--- src/design/nil_pkg.sv ---
package nil_pkg;

    localparam int POS_W = 16;
    localparam int LEN_W = 8;
    localparam int Q_DEPTH = 4;
    localparam int Q_AW = $clog2(Q_DEPTH);

    localparam logic [1:0] K_ID      = 2'd0;
    localparam logic [1:0] K_INT     = 2'd1;
    localparam logic [1:0] K_FLOAT   = 2'd2;
    localparam logic [1:0] K_ILLEGAL = 2'd3;

    typedef struct packed {
        logic [1:0]       kind;
        logic             malformed;
        logic [POS_W-1:0] line;
        logic [POS_W-1:0] column;
        logic [LEN_W-1:0] length;
        logic             last;
    } token_t;

    // up to two tokens per source byte: a closed one, then an illegal byte
    typedef struct packed {
        logic   v0;
        logic   v1;
        token_t r0;
        token_t r1;
    } scan_out_t;

endpackage

--- src/design/number_and_identifier_lexer.sv ---
// Streaming scanner for identifiers and numeric literals. One source byte is
// taken per request, one per clock when the output side keeps up; in_ready
// depends only on the fill of a four-entry token queue, never on out_ready in
// the same cycle. Each byte updates the scan state and its tokens are written
// into the queue at the same edge; a token reaches the output once the tokens
// ahead of it in the queue have been taken. A byte that ends an open token
// and is itself an illegal byte yields two tokens; the queue drains one token
// per cycle while out_ready is high, and in_ready drops whenever fewer than
// two entries are free. end_of_text flushes an open token without moving the
// line/column position. last_of_run marks the final token caused by a byte.
module number_and_identifier_lexer (
    input  logic                       clk,
    input  logic                       rst_n,
    // source byte requests
    input  logic                       in_valid,
    output logic                       in_ready,
    input  logic [7:0]                 text_byte,
    input  logic                       end_of_text,
    // token requests
    output logic                       out_valid,
    input  logic                       out_ready,
    output logic [1:0]                 token_kind,
    output logic                       malformed,
    output logic [nil_pkg::POS_W-1:0]  start_line,
    output logic [nil_pkg::POS_W-1:0]  start_column,
    output logic [nil_pkg::LEN_W-1:0]  token_length,
    output logic                       last_of_run
);

    nil_pkg::scan_out_t scan_res;
    nil_pkg::token_t    head;
    logic               room;
    logic               accept;

    assign in_ready = room;
    assign accept   = in_valid && room;

    // scan state machine: closes, extends or opens a token per byte
    nil_scan u_scan (
        .clk         (clk),
        .rst_n       (rst_n),
        .accept      (accept),
        .text_byte   (text_byte),
        .end_of_text (end_of_text),
        .res         (scan_res)
    );

    // token queue decouples the two sides
    nil_outq u_outq (
        .clk     (clk),
        .rst_n   (rst_n),
        .push    (scan_res),
        .room    (room),
        .q_valid (out_valid),
        .q_ready (out_ready),
        .q_data  (head)
    );

    assign token_kind   = head.kind;
    assign malformed    = head.malformed;
    assign start_line   = head.line;
    assign start_column = head.column;
    assign token_length = head.length;
    assign last_of_run  = head.last;

endmodule

--- src/design/nil_scan.sv ---
module nil_scan (
    input  logic               clk,
    input  logic               rst_n,
    input  logic               accept,
    input  logic [7:0]         text_byte,
    input  logic               end_of_text,
    output nil_pkg::scan_out_t res
);

    typedef enum logic [10:0] {
        M_IDLE       = 11'b000_0000_0001,
        M_IDENT      = 11'b000_0000_0010,
        M_ZERO       = 11'b000_0000_0100,
        M_INT        = 11'b000_0000_1000,
        M_PREFIX     = 11'b000_0001_0000,
        M_PREFIX_DIG = 11'b000_0010_0000,
        M_FRAC_START = 11'b000_0100_0000,
        M_FRAC_DIG   = 11'b000_1000_0000,
        M_EXP_START  = 11'b001_0000_0000,
        M_EXP_SIGN   = 11'b010_0000_0000,
        M_EXP_DIG    = 11'b100_0000_0000
    } mode_t;

    localparam logic [4:0] BASE_2  = 5'd2;
    localparam logic [4:0] BASE_8  = 5'd8;
    localparam logic [4:0] BASE_10 = 5'd10;
    localparam logic [4:0] BASE_16 = 5'd16;

    function automatic logic is_dec(input logic [7:0] c);
        is_dec = (c >= 8'h30) && (c <= 8'h39);
    endfunction

    function automatic logic is_alpha(input logic [7:0] c);
        is_alpha = ((c >= 8'h61) && (c <= 8'h7A)) || ((c >= 8'h41) && (c <= 8'h5A))
                   || (c == 8'h5F);
    endfunction

    // space, LF, CR, TAB, VT
    function automatic logic is_space(input logic [7:0] c);
        is_space = (c == 8'h20) || (c == 8'h0A) || (c == 8'h0D) || (c == 8'h09)
                   || (c == 8'h0B);
    endfunction

    // digit value, 16 for anything that is no hex digit
    function automatic logic [4:0] value_of(input logic [7:0] c);
        logic [7:0] d;
        d = 8'h00;
        if (is_dec(c))
            d = c - 8'h30;
        else if ((c >= 8'h61) && (c <= 8'h66))
            d = c - 8'h57;
        else if ((c >= 8'h41) && (c <= 8'h46))
            d = c - 8'h37;
        else
            d = 8'd16;
        value_of = d[4:0];
    endfunction

    mode_t                       mode_reg, mode_next;
    logic [4:0]                  base_reg, base_next;
    logic [1:0]                  kind_reg, kind_next;
    logic                        err_reg, err_next;
    logic [nil_pkg::POS_W-1:0]   tok_line_reg, tok_line_next;
    logic [nil_pkg::POS_W-1:0]   tok_col_reg, tok_col_next;
    logic [nil_pkg::LEN_W-1:0]   len_reg, len_next;
    logic [nil_pkg::POS_W-1:0]   cur_line_reg, cur_line_next;
    logic [nil_pkg::POS_W-1:0]   cur_col_reg, cur_col_next;

    logic                        ext;
    logic                        is_e;
    logic                        needs_digits;
    nil_pkg::token_t             close_tok;
    nil_pkg::token_t             ill_tok;

    always_comb
    begin
        needs_digits = (mode_reg == M_PREFIX) || (mode_reg == M_FRAC_START)
                       || (mode_reg == M_EXP_START) || (mode_reg == M_EXP_SIGN);
        close_tok.kind      = kind_reg;
        close_tok.malformed = (kind_reg != nil_pkg::K_ID) && (err_reg || needs_digits);
        close_tok.line      = tok_line_reg;
        close_tok.column    = tok_col_reg;
        close_tok.length    = len_reg;
        close_tok.last      = 1'b1;

        ill_tok.kind      = nil_pkg::K_ILLEGAL;
        ill_tok.malformed = 1'b0;
        ill_tok.line      = cur_line_reg;
        ill_tok.column    = cur_col_reg;
        ill_tok.length    = nil_pkg::LEN_W'(1);
        ill_tok.last      = 1'b1;
    end

    always_comb
    begin
        mode_next     = mode_reg;
        base_next     = base_reg;
        kind_next     = kind_reg;
        err_next      = err_reg;
        tok_line_next = tok_line_reg;
        tok_col_next  = tok_col_reg;
        len_next      = len_reg;
        cur_line_next = cur_line_reg;
        cur_col_next  = cur_col_reg;
        res           = '0;
        ext           = 1'b0;
        is_e          = (text_byte == 8'h65) || (text_byte == 8'h45);

        if (accept)
        begin
            if (end_of_text)
            begin
                if (mode_reg != M_IDLE)
                begin
                    res.v0 = 1'b1;
                    res.r0 = close_tok;
                    mode_next = M_IDLE;
                    base_next = BASE_10;
                    kind_next = nil_pkg::K_ID;
                    err_next  = 1'b0;
                    len_next  = '0;
                end
            end
            else
            begin
                // try to extend the open token
                unique case (mode_reg) inside
                    M_IDLE:
                        ext = 1'b0;
                    M_IDENT:
                        ext = is_alpha(text_byte) || is_dec(text_byte);
                    M_ZERO, M_INT:
                    begin
                        if ((mode_reg == M_ZERO) &&
                            ((text_byte == 8'h62) || (text_byte == 8'h42)))
                        begin
                            ext = 1'b1; base_next = BASE_2; mode_next = M_PREFIX;
                        end
                        else if ((mode_reg == M_ZERO) &&
                            ((text_byte == 8'h6F) || (text_byte == 8'h4F)))
                        begin
                            ext = 1'b1; base_next = BASE_8; mode_next = M_PREFIX;
                        end
                        else if ((mode_reg == M_ZERO) &&
                            ((text_byte == 8'h64) || (text_byte == 8'h44)))
                        begin
                            ext = 1'b1; base_next = BASE_10; mode_next = M_PREFIX;
                        end
                        else if ((mode_reg == M_ZERO) &&
                            ((text_byte == 8'h78) || (text_byte == 8'h58)))
                        begin
                            ext = 1'b1; base_next = BASE_16; mode_next = M_PREFIX;
                        end
                        else if (is_dec(text_byte))
                        begin
                            ext = 1'b1; mode_next = M_INT;
                        end
                        else if (text_byte == 8'h2E)
                        begin
                            ext = 1'b1; kind_next = nil_pkg::K_FLOAT;
                            mode_next = M_FRAC_START;
                        end
                        else if (is_e)
                        begin
                            ext = 1'b1; kind_next = nil_pkg::K_FLOAT;
                            mode_next = M_EXP_START;
                        end
                    end
                    M_PREFIX, M_PREFIX_DIG:
                    begin
                        if (value_of(text_byte) < base_reg)
                        begin
                            ext = 1'b1; mode_next = M_PREFIX_DIG;
                        end
                    end
                    M_FRAC_START, M_FRAC_DIG:
                    begin
                        if (is_dec(text_byte))
                        begin
                            ext = 1'b1; mode_next = M_FRAC_DIG;
                        end
                        else if (is_e)
                        begin
                            ext = 1'b1; mode_next = M_EXP_START;
                            // fraction point with no digit behind it
                            if (mode_reg == M_FRAC_START)
                                err_next = 1'b1;
                        end
                    end
                    M_EXP_START, M_EXP_SIGN, M_EXP_DIG:
                    begin
                        if ((mode_reg == M_EXP_START) &&
                            ((text_byte == 8'h2B) || (text_byte == 8'h2D)))
                        begin
                            ext = 1'b1; mode_next = M_EXP_SIGN;
                        end
                        else if (is_dec(text_byte))
                        begin
                            ext = 1'b1; mode_next = M_EXP_DIG;
                        end
                    end
                    default:
                        ext = 1'b0;
                endcase

                if (mode_reg != M_IDLE && ext)
                begin
                    if (len_reg != '1)
                        len_next = len_reg + nil_pkg::LEN_W'(1);
                end
                else
                begin
                    if (mode_reg != M_IDLE)
                    begin
                        res.v0 = 1'b1;
                        res.r0 = close_tok;
                    end
                    mode_next = M_IDLE;
                    base_next = BASE_10;
                    kind_next = nil_pkg::K_ID;
                    err_next  = 1'b0;
                    len_next  = '0;
                    // the same byte may open the next token
                    if (!is_space(text_byte))
                    begin
                        if (is_alpha(text_byte) || is_dec(text_byte))
                        begin
                            tok_line_next = cur_line_reg;
                            tok_col_next  = cur_col_reg;
                            len_next      = nil_pkg::LEN_W'(1);
                            if (is_alpha(text_byte))
                            begin
                                mode_next = M_IDENT;
                            end
                            else
                            begin
                                kind_next = nil_pkg::K_INT;
                                mode_next = (text_byte == 8'h30) ? M_ZERO : M_INT;
                            end
                        end
                        else if (res.v0)
                        begin
                            res.v1      = 1'b1;
                            res.r1      = ill_tok;
                            res.r0.last = 1'b0;
                        end
                        else
                        begin
                            res.v0 = 1'b1;
                            res.r0 = ill_tok;
                        end
                    end
                end

                if (text_byte == 8'h0A)
                begin
                    if (cur_line_reg != '1)
                        cur_line_next = cur_line_reg + nil_pkg::POS_W'(1);
                    cur_col_next = nil_pkg::POS_W'(1);
                end
                else if (cur_col_reg != '1)
                begin
                    cur_col_next = cur_col_reg + nil_pkg::POS_W'(1);
                end
            end
        end
    end

    always_ff @(posedge clk or negedge rst_n)
    begin
        if (!rst_n)
        begin
            mode_reg     <= M_IDLE;
            base_reg     <= BASE_10;
            kind_reg     <= nil_pkg::K_ID;
            err_reg      <= 1'b0;
            tok_line_reg <= nil_pkg::POS_W'(1);
            tok_col_reg  <= nil_pkg::POS_W'(1);
            len_reg      <= '0;
            cur_line_reg <= nil_pkg::POS_W'(1);
            cur_col_reg  <= nil_pkg::POS_W'(1);
        end
        else
        begin
            mode_reg     <= mode_next;
            base_reg     <= base_next;
            kind_reg     <= kind_next;
            err_reg      <= err_next;
            tok_line_reg <= tok_line_next;
            tok_col_reg  <= tok_col_next;
            len_reg      <= len_next;
            cur_line_reg <= cur_line_next;
            cur_col_reg  <= cur_col_next;
        end
    end

endmodule

--- src/design/nil_outq.sv ---
module nil_outq (
    input  logic               clk,
    input  logic               rst_n,
    input  nil_pkg::scan_out_t push,
    output logic               room,
    output logic               q_valid,
    input  logic               q_ready,
    output nil_pkg::token_t    q_data
);

    nil_pkg::token_t           mem [nil_pkg::Q_DEPTH];
    logic [nil_pkg::Q_AW-1:0]  wr_ptr_reg, wr_ptr_next;
    logic [nil_pkg::Q_AW-1:0]  rd_ptr_reg, rd_ptr_next;
    logic [nil_pkg::Q_AW:0]    count_reg, count_next;
    logic                      pop;

    // room for the worst case of two tokens from one byte
    assign room    = count_reg <= (nil_pkg::Q_AW + 1)'(nil_pkg::Q_DEPTH - 2);
    assign q_valid = count_reg != '0;
    assign q_data  = mem[rd_ptr_reg];
    assign pop     = q_valid && q_ready;

    always_comb
    begin
        wr_ptr_next = wr_ptr_reg + nil_pkg::Q_AW'(push.v0) + nil_pkg::Q_AW'(push.v1);
        rd_ptr_next = rd_ptr_reg + nil_pkg::Q_AW'(pop);
        count_next  = count_reg + (nil_pkg::Q_AW + 1)'(push.v0)
                      + (nil_pkg::Q_AW + 1)'(push.v1) - (nil_pkg::Q_AW + 1)'(pop);
    end

    always_ff @(posedge clk)
    begin
        if (push.v0)
            mem[wr_ptr_reg] <= push.r0;
        if (push.v1)
            mem[wr_ptr_reg + nil_pkg::Q_AW'(1)] <= push.r1;
    end

    always_ff @(posedge clk or negedge rst_n)
    begin
        if (!rst_n) begin
            wr_ptr_reg <= '0;
            rd_ptr_reg <= '0;
            count_reg  <= '0;
        end else begin
            wr_ptr_reg <= wr_ptr_next;
            rd_ptr_reg <= rd_ptr_next;
            count_reg  <= count_next;
        end
    end

endmodule

--- config.mk ---
export PLATFORM = sky130hd
export DESIGN_NAME = number_and_identifier_lexer
export DESIGN_NICKNAME = d
export VERILOG_FILES = /design/src/design/nil_pkg.sv /design/src/design/number_and_identifier_lexer.sv /design/src/design/nil_scan.sv /design/src/design/nil_outq.sv
export SDC_FILE = /design/constraint.sdc
export NUM_CORES = 1
export LEC_CHECK = 0
export BUFFER_PORTS_ARGS = -buffer_cell sky130_fd_sc_hd__buf_2
export CAP_MARGIN = 20
export CORE_MARGIN = 10
export CORE_UTILIZATION = 30
export CTS_CLUSTER_DIAMETER = 50
export CTS_CLUSTER_SIZE = 14
export DETAILED_ROUTE_END_ITERATION = 8
export PLACE_DENSITY = 0.54
export SETUP_SLACK_MARGIN = 0.1
export SYNTH_ARGS = -nofsm -noshare
export SYNTH_HDL_FRONTEND = slang
export SYNTH_SLANG_ARGS = --single-unit
export TNS_END_PERCENT = 5
--- constraint.sdc ---
create_clock -name clk -period 6.8 [get_ports clk]
set_clock_uncertainty 0.05 [all_clocks]
set_input_delay 1.02 -clock clk [delete_from_list [all_inputs] [get_ports clk]]
set_output_delay 1.02 -clock clk [all_outputs]
set_load 0.1 [all_outputs]
==> results.md <==
- The run finished with clean final reports.
- Setup repair after global routing left no endpoint under its margin.
- The number of resized instances in the post-cts repair step is 0.
- Summed over all failing endpoints, the final setup total negative slack is 0 ns.
- The share of final-layout standard cells stronger than drive strength 1 is 23.2%.
- The share of the clock period used by the worst path is 78.5%.
- The number of nets in the synthesized netlist is 1118.
- In this run the worst path has a maximum fanout of 36.
- The clock latency on the worst-skew pair is 0.58 ns.
- At the pin with the least slew margin, the transition time is 0.900 ns.
- The global-route usage over all layers is 12.5%.
- Counting flops and latches in the post-synthesis netlist gives 272.
- After technology mapping, the gate count stands at 1088.
- The analysis attributes to cell leakage a power of 5.56 nW.
- In this run the number of H-tree levels came out at 1.
- The largest register by flop count is u_outq.mem.
- The number of antenna violations at the first check in global routing was 0.
- The final count of hold timing violations is 0.
- The first-pass iteration count of the detailed router is 5.
- The startpoint identified for the worst register-to-register timing path is u_scan.mode_reg[7].
- The completed layout was analyzed and its total power is 6.12 mW.
- The number of clock buffers added by TritonCTS is 31.
- Hold is met by 0.398 ns.
- The final antenna-violating net count is 0.
- The most common cell in the synthesized netlist is sky130_fd_sc_hd__edfxtp_1.
- The smallest clock period supported by the final layout is computed as 5.34 ns.
- The worst register-to-register path has a setup slack of 2.51 ns.
- The clock root buffer master is sky130_fd_sc_hd__clkbuf_16.
- The number of flip-flops in the largest register is 176.
- The initial DRC count is 823.
- The worst register-to-register path has a depth of 11.
- Summing over every cut layer, the via total after detailed routing is 9487.
- The setup path with the least slack is of type input pin to register.
- The hold-fix buffer count after cts is 0.
- STA puts the critical path data arrival time at 5.53 ns.
- In the post-synthesis netlist, the biggest area contributors are sky130_fd_sc_hd__edfxtp_1 31%, sky130_fd_sc_hd__dfrtp_1 16%, sky130_fd_sc_hd__a32o_1 9.2%.
- The number of buffers inserted to repair setup after CTS is 0.
- The average wire per cell in the routed design is 20.5 um.
- The number of clock sinks is 272.
- The number of I/O port buffers is 58.
- The number of global-route vias before repair is 9588.
- The die area is 0.0552 mm^2.
- The unique cell type count in the Yosys netlist is 85.
- The maximum count of clock buffers along a single path is 3.
- The layout overhead on the synthesized area is 12.8%.
- The kind of end point of the critical path is a register.
- The flip-flop cell with the highest count after synthesis is sky130_fd_sc_hd__edfxtp_1.
- The count of unresolved DRC violations after routing is 0.
- After synthesis, the share of flip-flops with an asynchronous set or reset is 35.3%.
- The final weighted congestion in routability-driven placement is 0.819.
- In this run the core area contains 78 standard-cell rows.
- The power density over the cells is 392 mW/mm^2.
- The worst setup path is launched from an input pin.
- Summed over all layers, the global routing overflow is 0.
- The number of max-cap violations is 0.
- The die is 235 um tall.
- The TritonCTS clock tree is done.
- The highest clock frequency the design can meet is 187 MHz.
- The count of pins on the block boundary is 59.
- The final wirelength is 35.4 mm.
- The number of antenna diodes is 0.
- The starting utilization of the core area is 30.5%.
- The count of final setup violators is 0.
- By count the netlist is led by 144 x sky130_fd_sc_hd__edfxtp_1, 128 x sky130_fd_sc_hd__a32o_1, 89 x sky130_fd_sc_hd__dfrtp_1, 60 x sky130_fd_sc_hd__clkbuf_1, 60 x sky130_fd_sc_hd__nand2_1.
- Each instance of the synthesized netlist takes up on average 12.7 um^2.
- The headroom to the max-slew limit is 40.0%.
- The wire length of the first global-routing pass is 56.7 mm.
- The post-synth design cell area is 0.0139 mm^2.
- In this run the critical register-to-register path is captured at u_outq.mem[2][21].
- For this run, the share of the core covered by cells in the final layout is 34.4%.
- The most area-hungry cell type in the Yosys netlist is sky130_fd_sc_hd__edfxtp_1.
- After floorplanning, the core was sized to cover 0.0455 mm^2.
- At the worst endpoint, the required time is 6.99 ns.
- The number of max-slew violations in the final report is 0.
- The count of warnings emitted by yosys is 0.
- The top cell type by area accounts for 31.2% of the synthesized area.
- For this run, the post-layout net count is 1134.
- After legalization and detailed placement, the total HPWL measured 21.5 mm.
- The synthesized design contains 144 enable-type register cells.
- Clock-pin slew was measured on the worst setup and hold paths at 0.06 ns.
- The pin count of the biggest net entering global routing is 90.
- The tightest min-delay check is of the input pin to async pin type.
- The peak ir drop on the vdd network is 0.285 mV.
- The share of the Yosys chip area taken by registers is 53.2%.
- After detailed routing, the number of vias per cell comes to 5.49.
- The overall die width is 235 um.
worst max path at each step:
stage,startpoint,slack [ns],end,depth (start not counted)
floorplan,text_byte[0],1.46,u_outq.mem[1][0],18
global placement,text_byte[0],1.04,u_outq.count_reg[2],19
detailed placement,text_byte[0],0.89,u_outq.count_reg[2],19
CTS,text_byte[0],1.46,u_outq.mem[2][36],19
global route,text_byte[0],1.11,u_outq.mem[2][18],19
finish,text_byte[0],1.46,u_outq.mem[2][21],19
layer usage:
| metal | wire [um] | global-route usage (%) | vias up |
|---|---|---|---|
| li1 | - | - | 4338 |
| met1 | 16000 | 17.0 | 4845 |
| met2 | 17000 | 20.3 | 254 |
| met3 | 1790 | 2.05 | 50 |
| met4 | 563 | 2.59 | 0 |
| met5 | 0 | 0 | - |
stage by stage:
stage	cell area [um^2]	instances	setup WS, ns
after floorplan	13900	1088	1.46
after global placement	14600	1670	1.04
after detailed placement	14600	1670	0.891
after CTS	15600	1728	1.46
after global routing	15600	1729	1.11
final	15600	1729	1.46
placed cells by master (no fill, tap or decap), drive strengths merged, types with 7 or more instances in the layout:
| cell | n |
|---|---|
| o21ai | 65 |
| a21oi | 26 |
| edfxtp | 144 |
| inv | 35 |
| and3 | 11 |
| ha | 14 |
| xor2 | 23 |
| nand3 | 42 |
| mux2 | 31 |
| or3 | 9 |
| mux4 | 44 |
| xnor2 | 16 |
| dfrtp | 89 |
| a31oi | 9 |
| buf | 85 |
| mux2i | 10 |
| a32o | 128 |
| clkinv | 7 |
| nand4 | 13 |
| nor2 | 55 |
| o211ai | 9 |
| nand2b | 9 |
| clkbuf | 43 |
| or2 | 8 |
| dfstp | 7 |
| nor3 | 14 |
| nand2 | 61 |
| dfxtp | 32 |
cells by family after synthesis:
kind of cell	after synthesis	share of synthesized area, %
flip-flops	272	53.2
AND/OR/NAND/NOR	256	9.85
adder cells (fa/ha/maj)	17	1.70
AO/OA/AOI/OAI	289	17.8
multiplexers	85	10.4
XOR/XNOR	39	2.46
buffers and inverters	130	4.58
power breakdown:
group	switching [mW]	internal (mW)
clock network	0.713	0.924
logic	1.84	0.533
registers	0.143	1.97
total	2.70	3.42
critical path: stages:
cell and delay, ns:
sky130_fd_sc_hd__buf_2 0.13, sky130_fd_sc_hd__inv_1 0.08, sky130_fd_sc_hd__ha_1 0.24, sky130_fd_sc_hd__and3_1 0.21
sky130_fd_sc_hd__a211oi_1 0.33, sky130_fd_sc_hd__nor2_1 0.12, sky130_fd_sc_hd__o221ai_1 0.22, sky130_fd_sc_hd__ha_1 0.28
sky130_fd_sc_hd__a21oi_1 0.18, sky130_fd_sc_hd__and2_1 0.20, sky130_fd_sc_hd__o21ai_0 0.12, sky130_fd_sc_hd__o211ai_2 0.33
sky130_fd_sc_hd__a2111oi_4 0.21, sky130_fd_sc_hd__a31o_4 0.31, sky130_fd_sc_hd__o21ai_4 0.59, sky130_fd_sc_hd__inv_2 0.15
sky130_fd_sc_hd__nand2_1 0.35, sky130_fd_sc_hd__nand2_2 0.07, sky130_fd_sc_hd__buf_4 0.32
cell type report:
class                           instances  area (um^2)
Clock buffer                           43          882
Clock inverter                         15          128
Fill cell                            4518        29800
Inverter                               28          105
Multi-Input combinational cell        686         5880
Sequential cell                       272         7380
Tap cell                              600          751
Timing Repair Buffer                   85          508
Note: power is estimated with default switching activity, not from simulation.
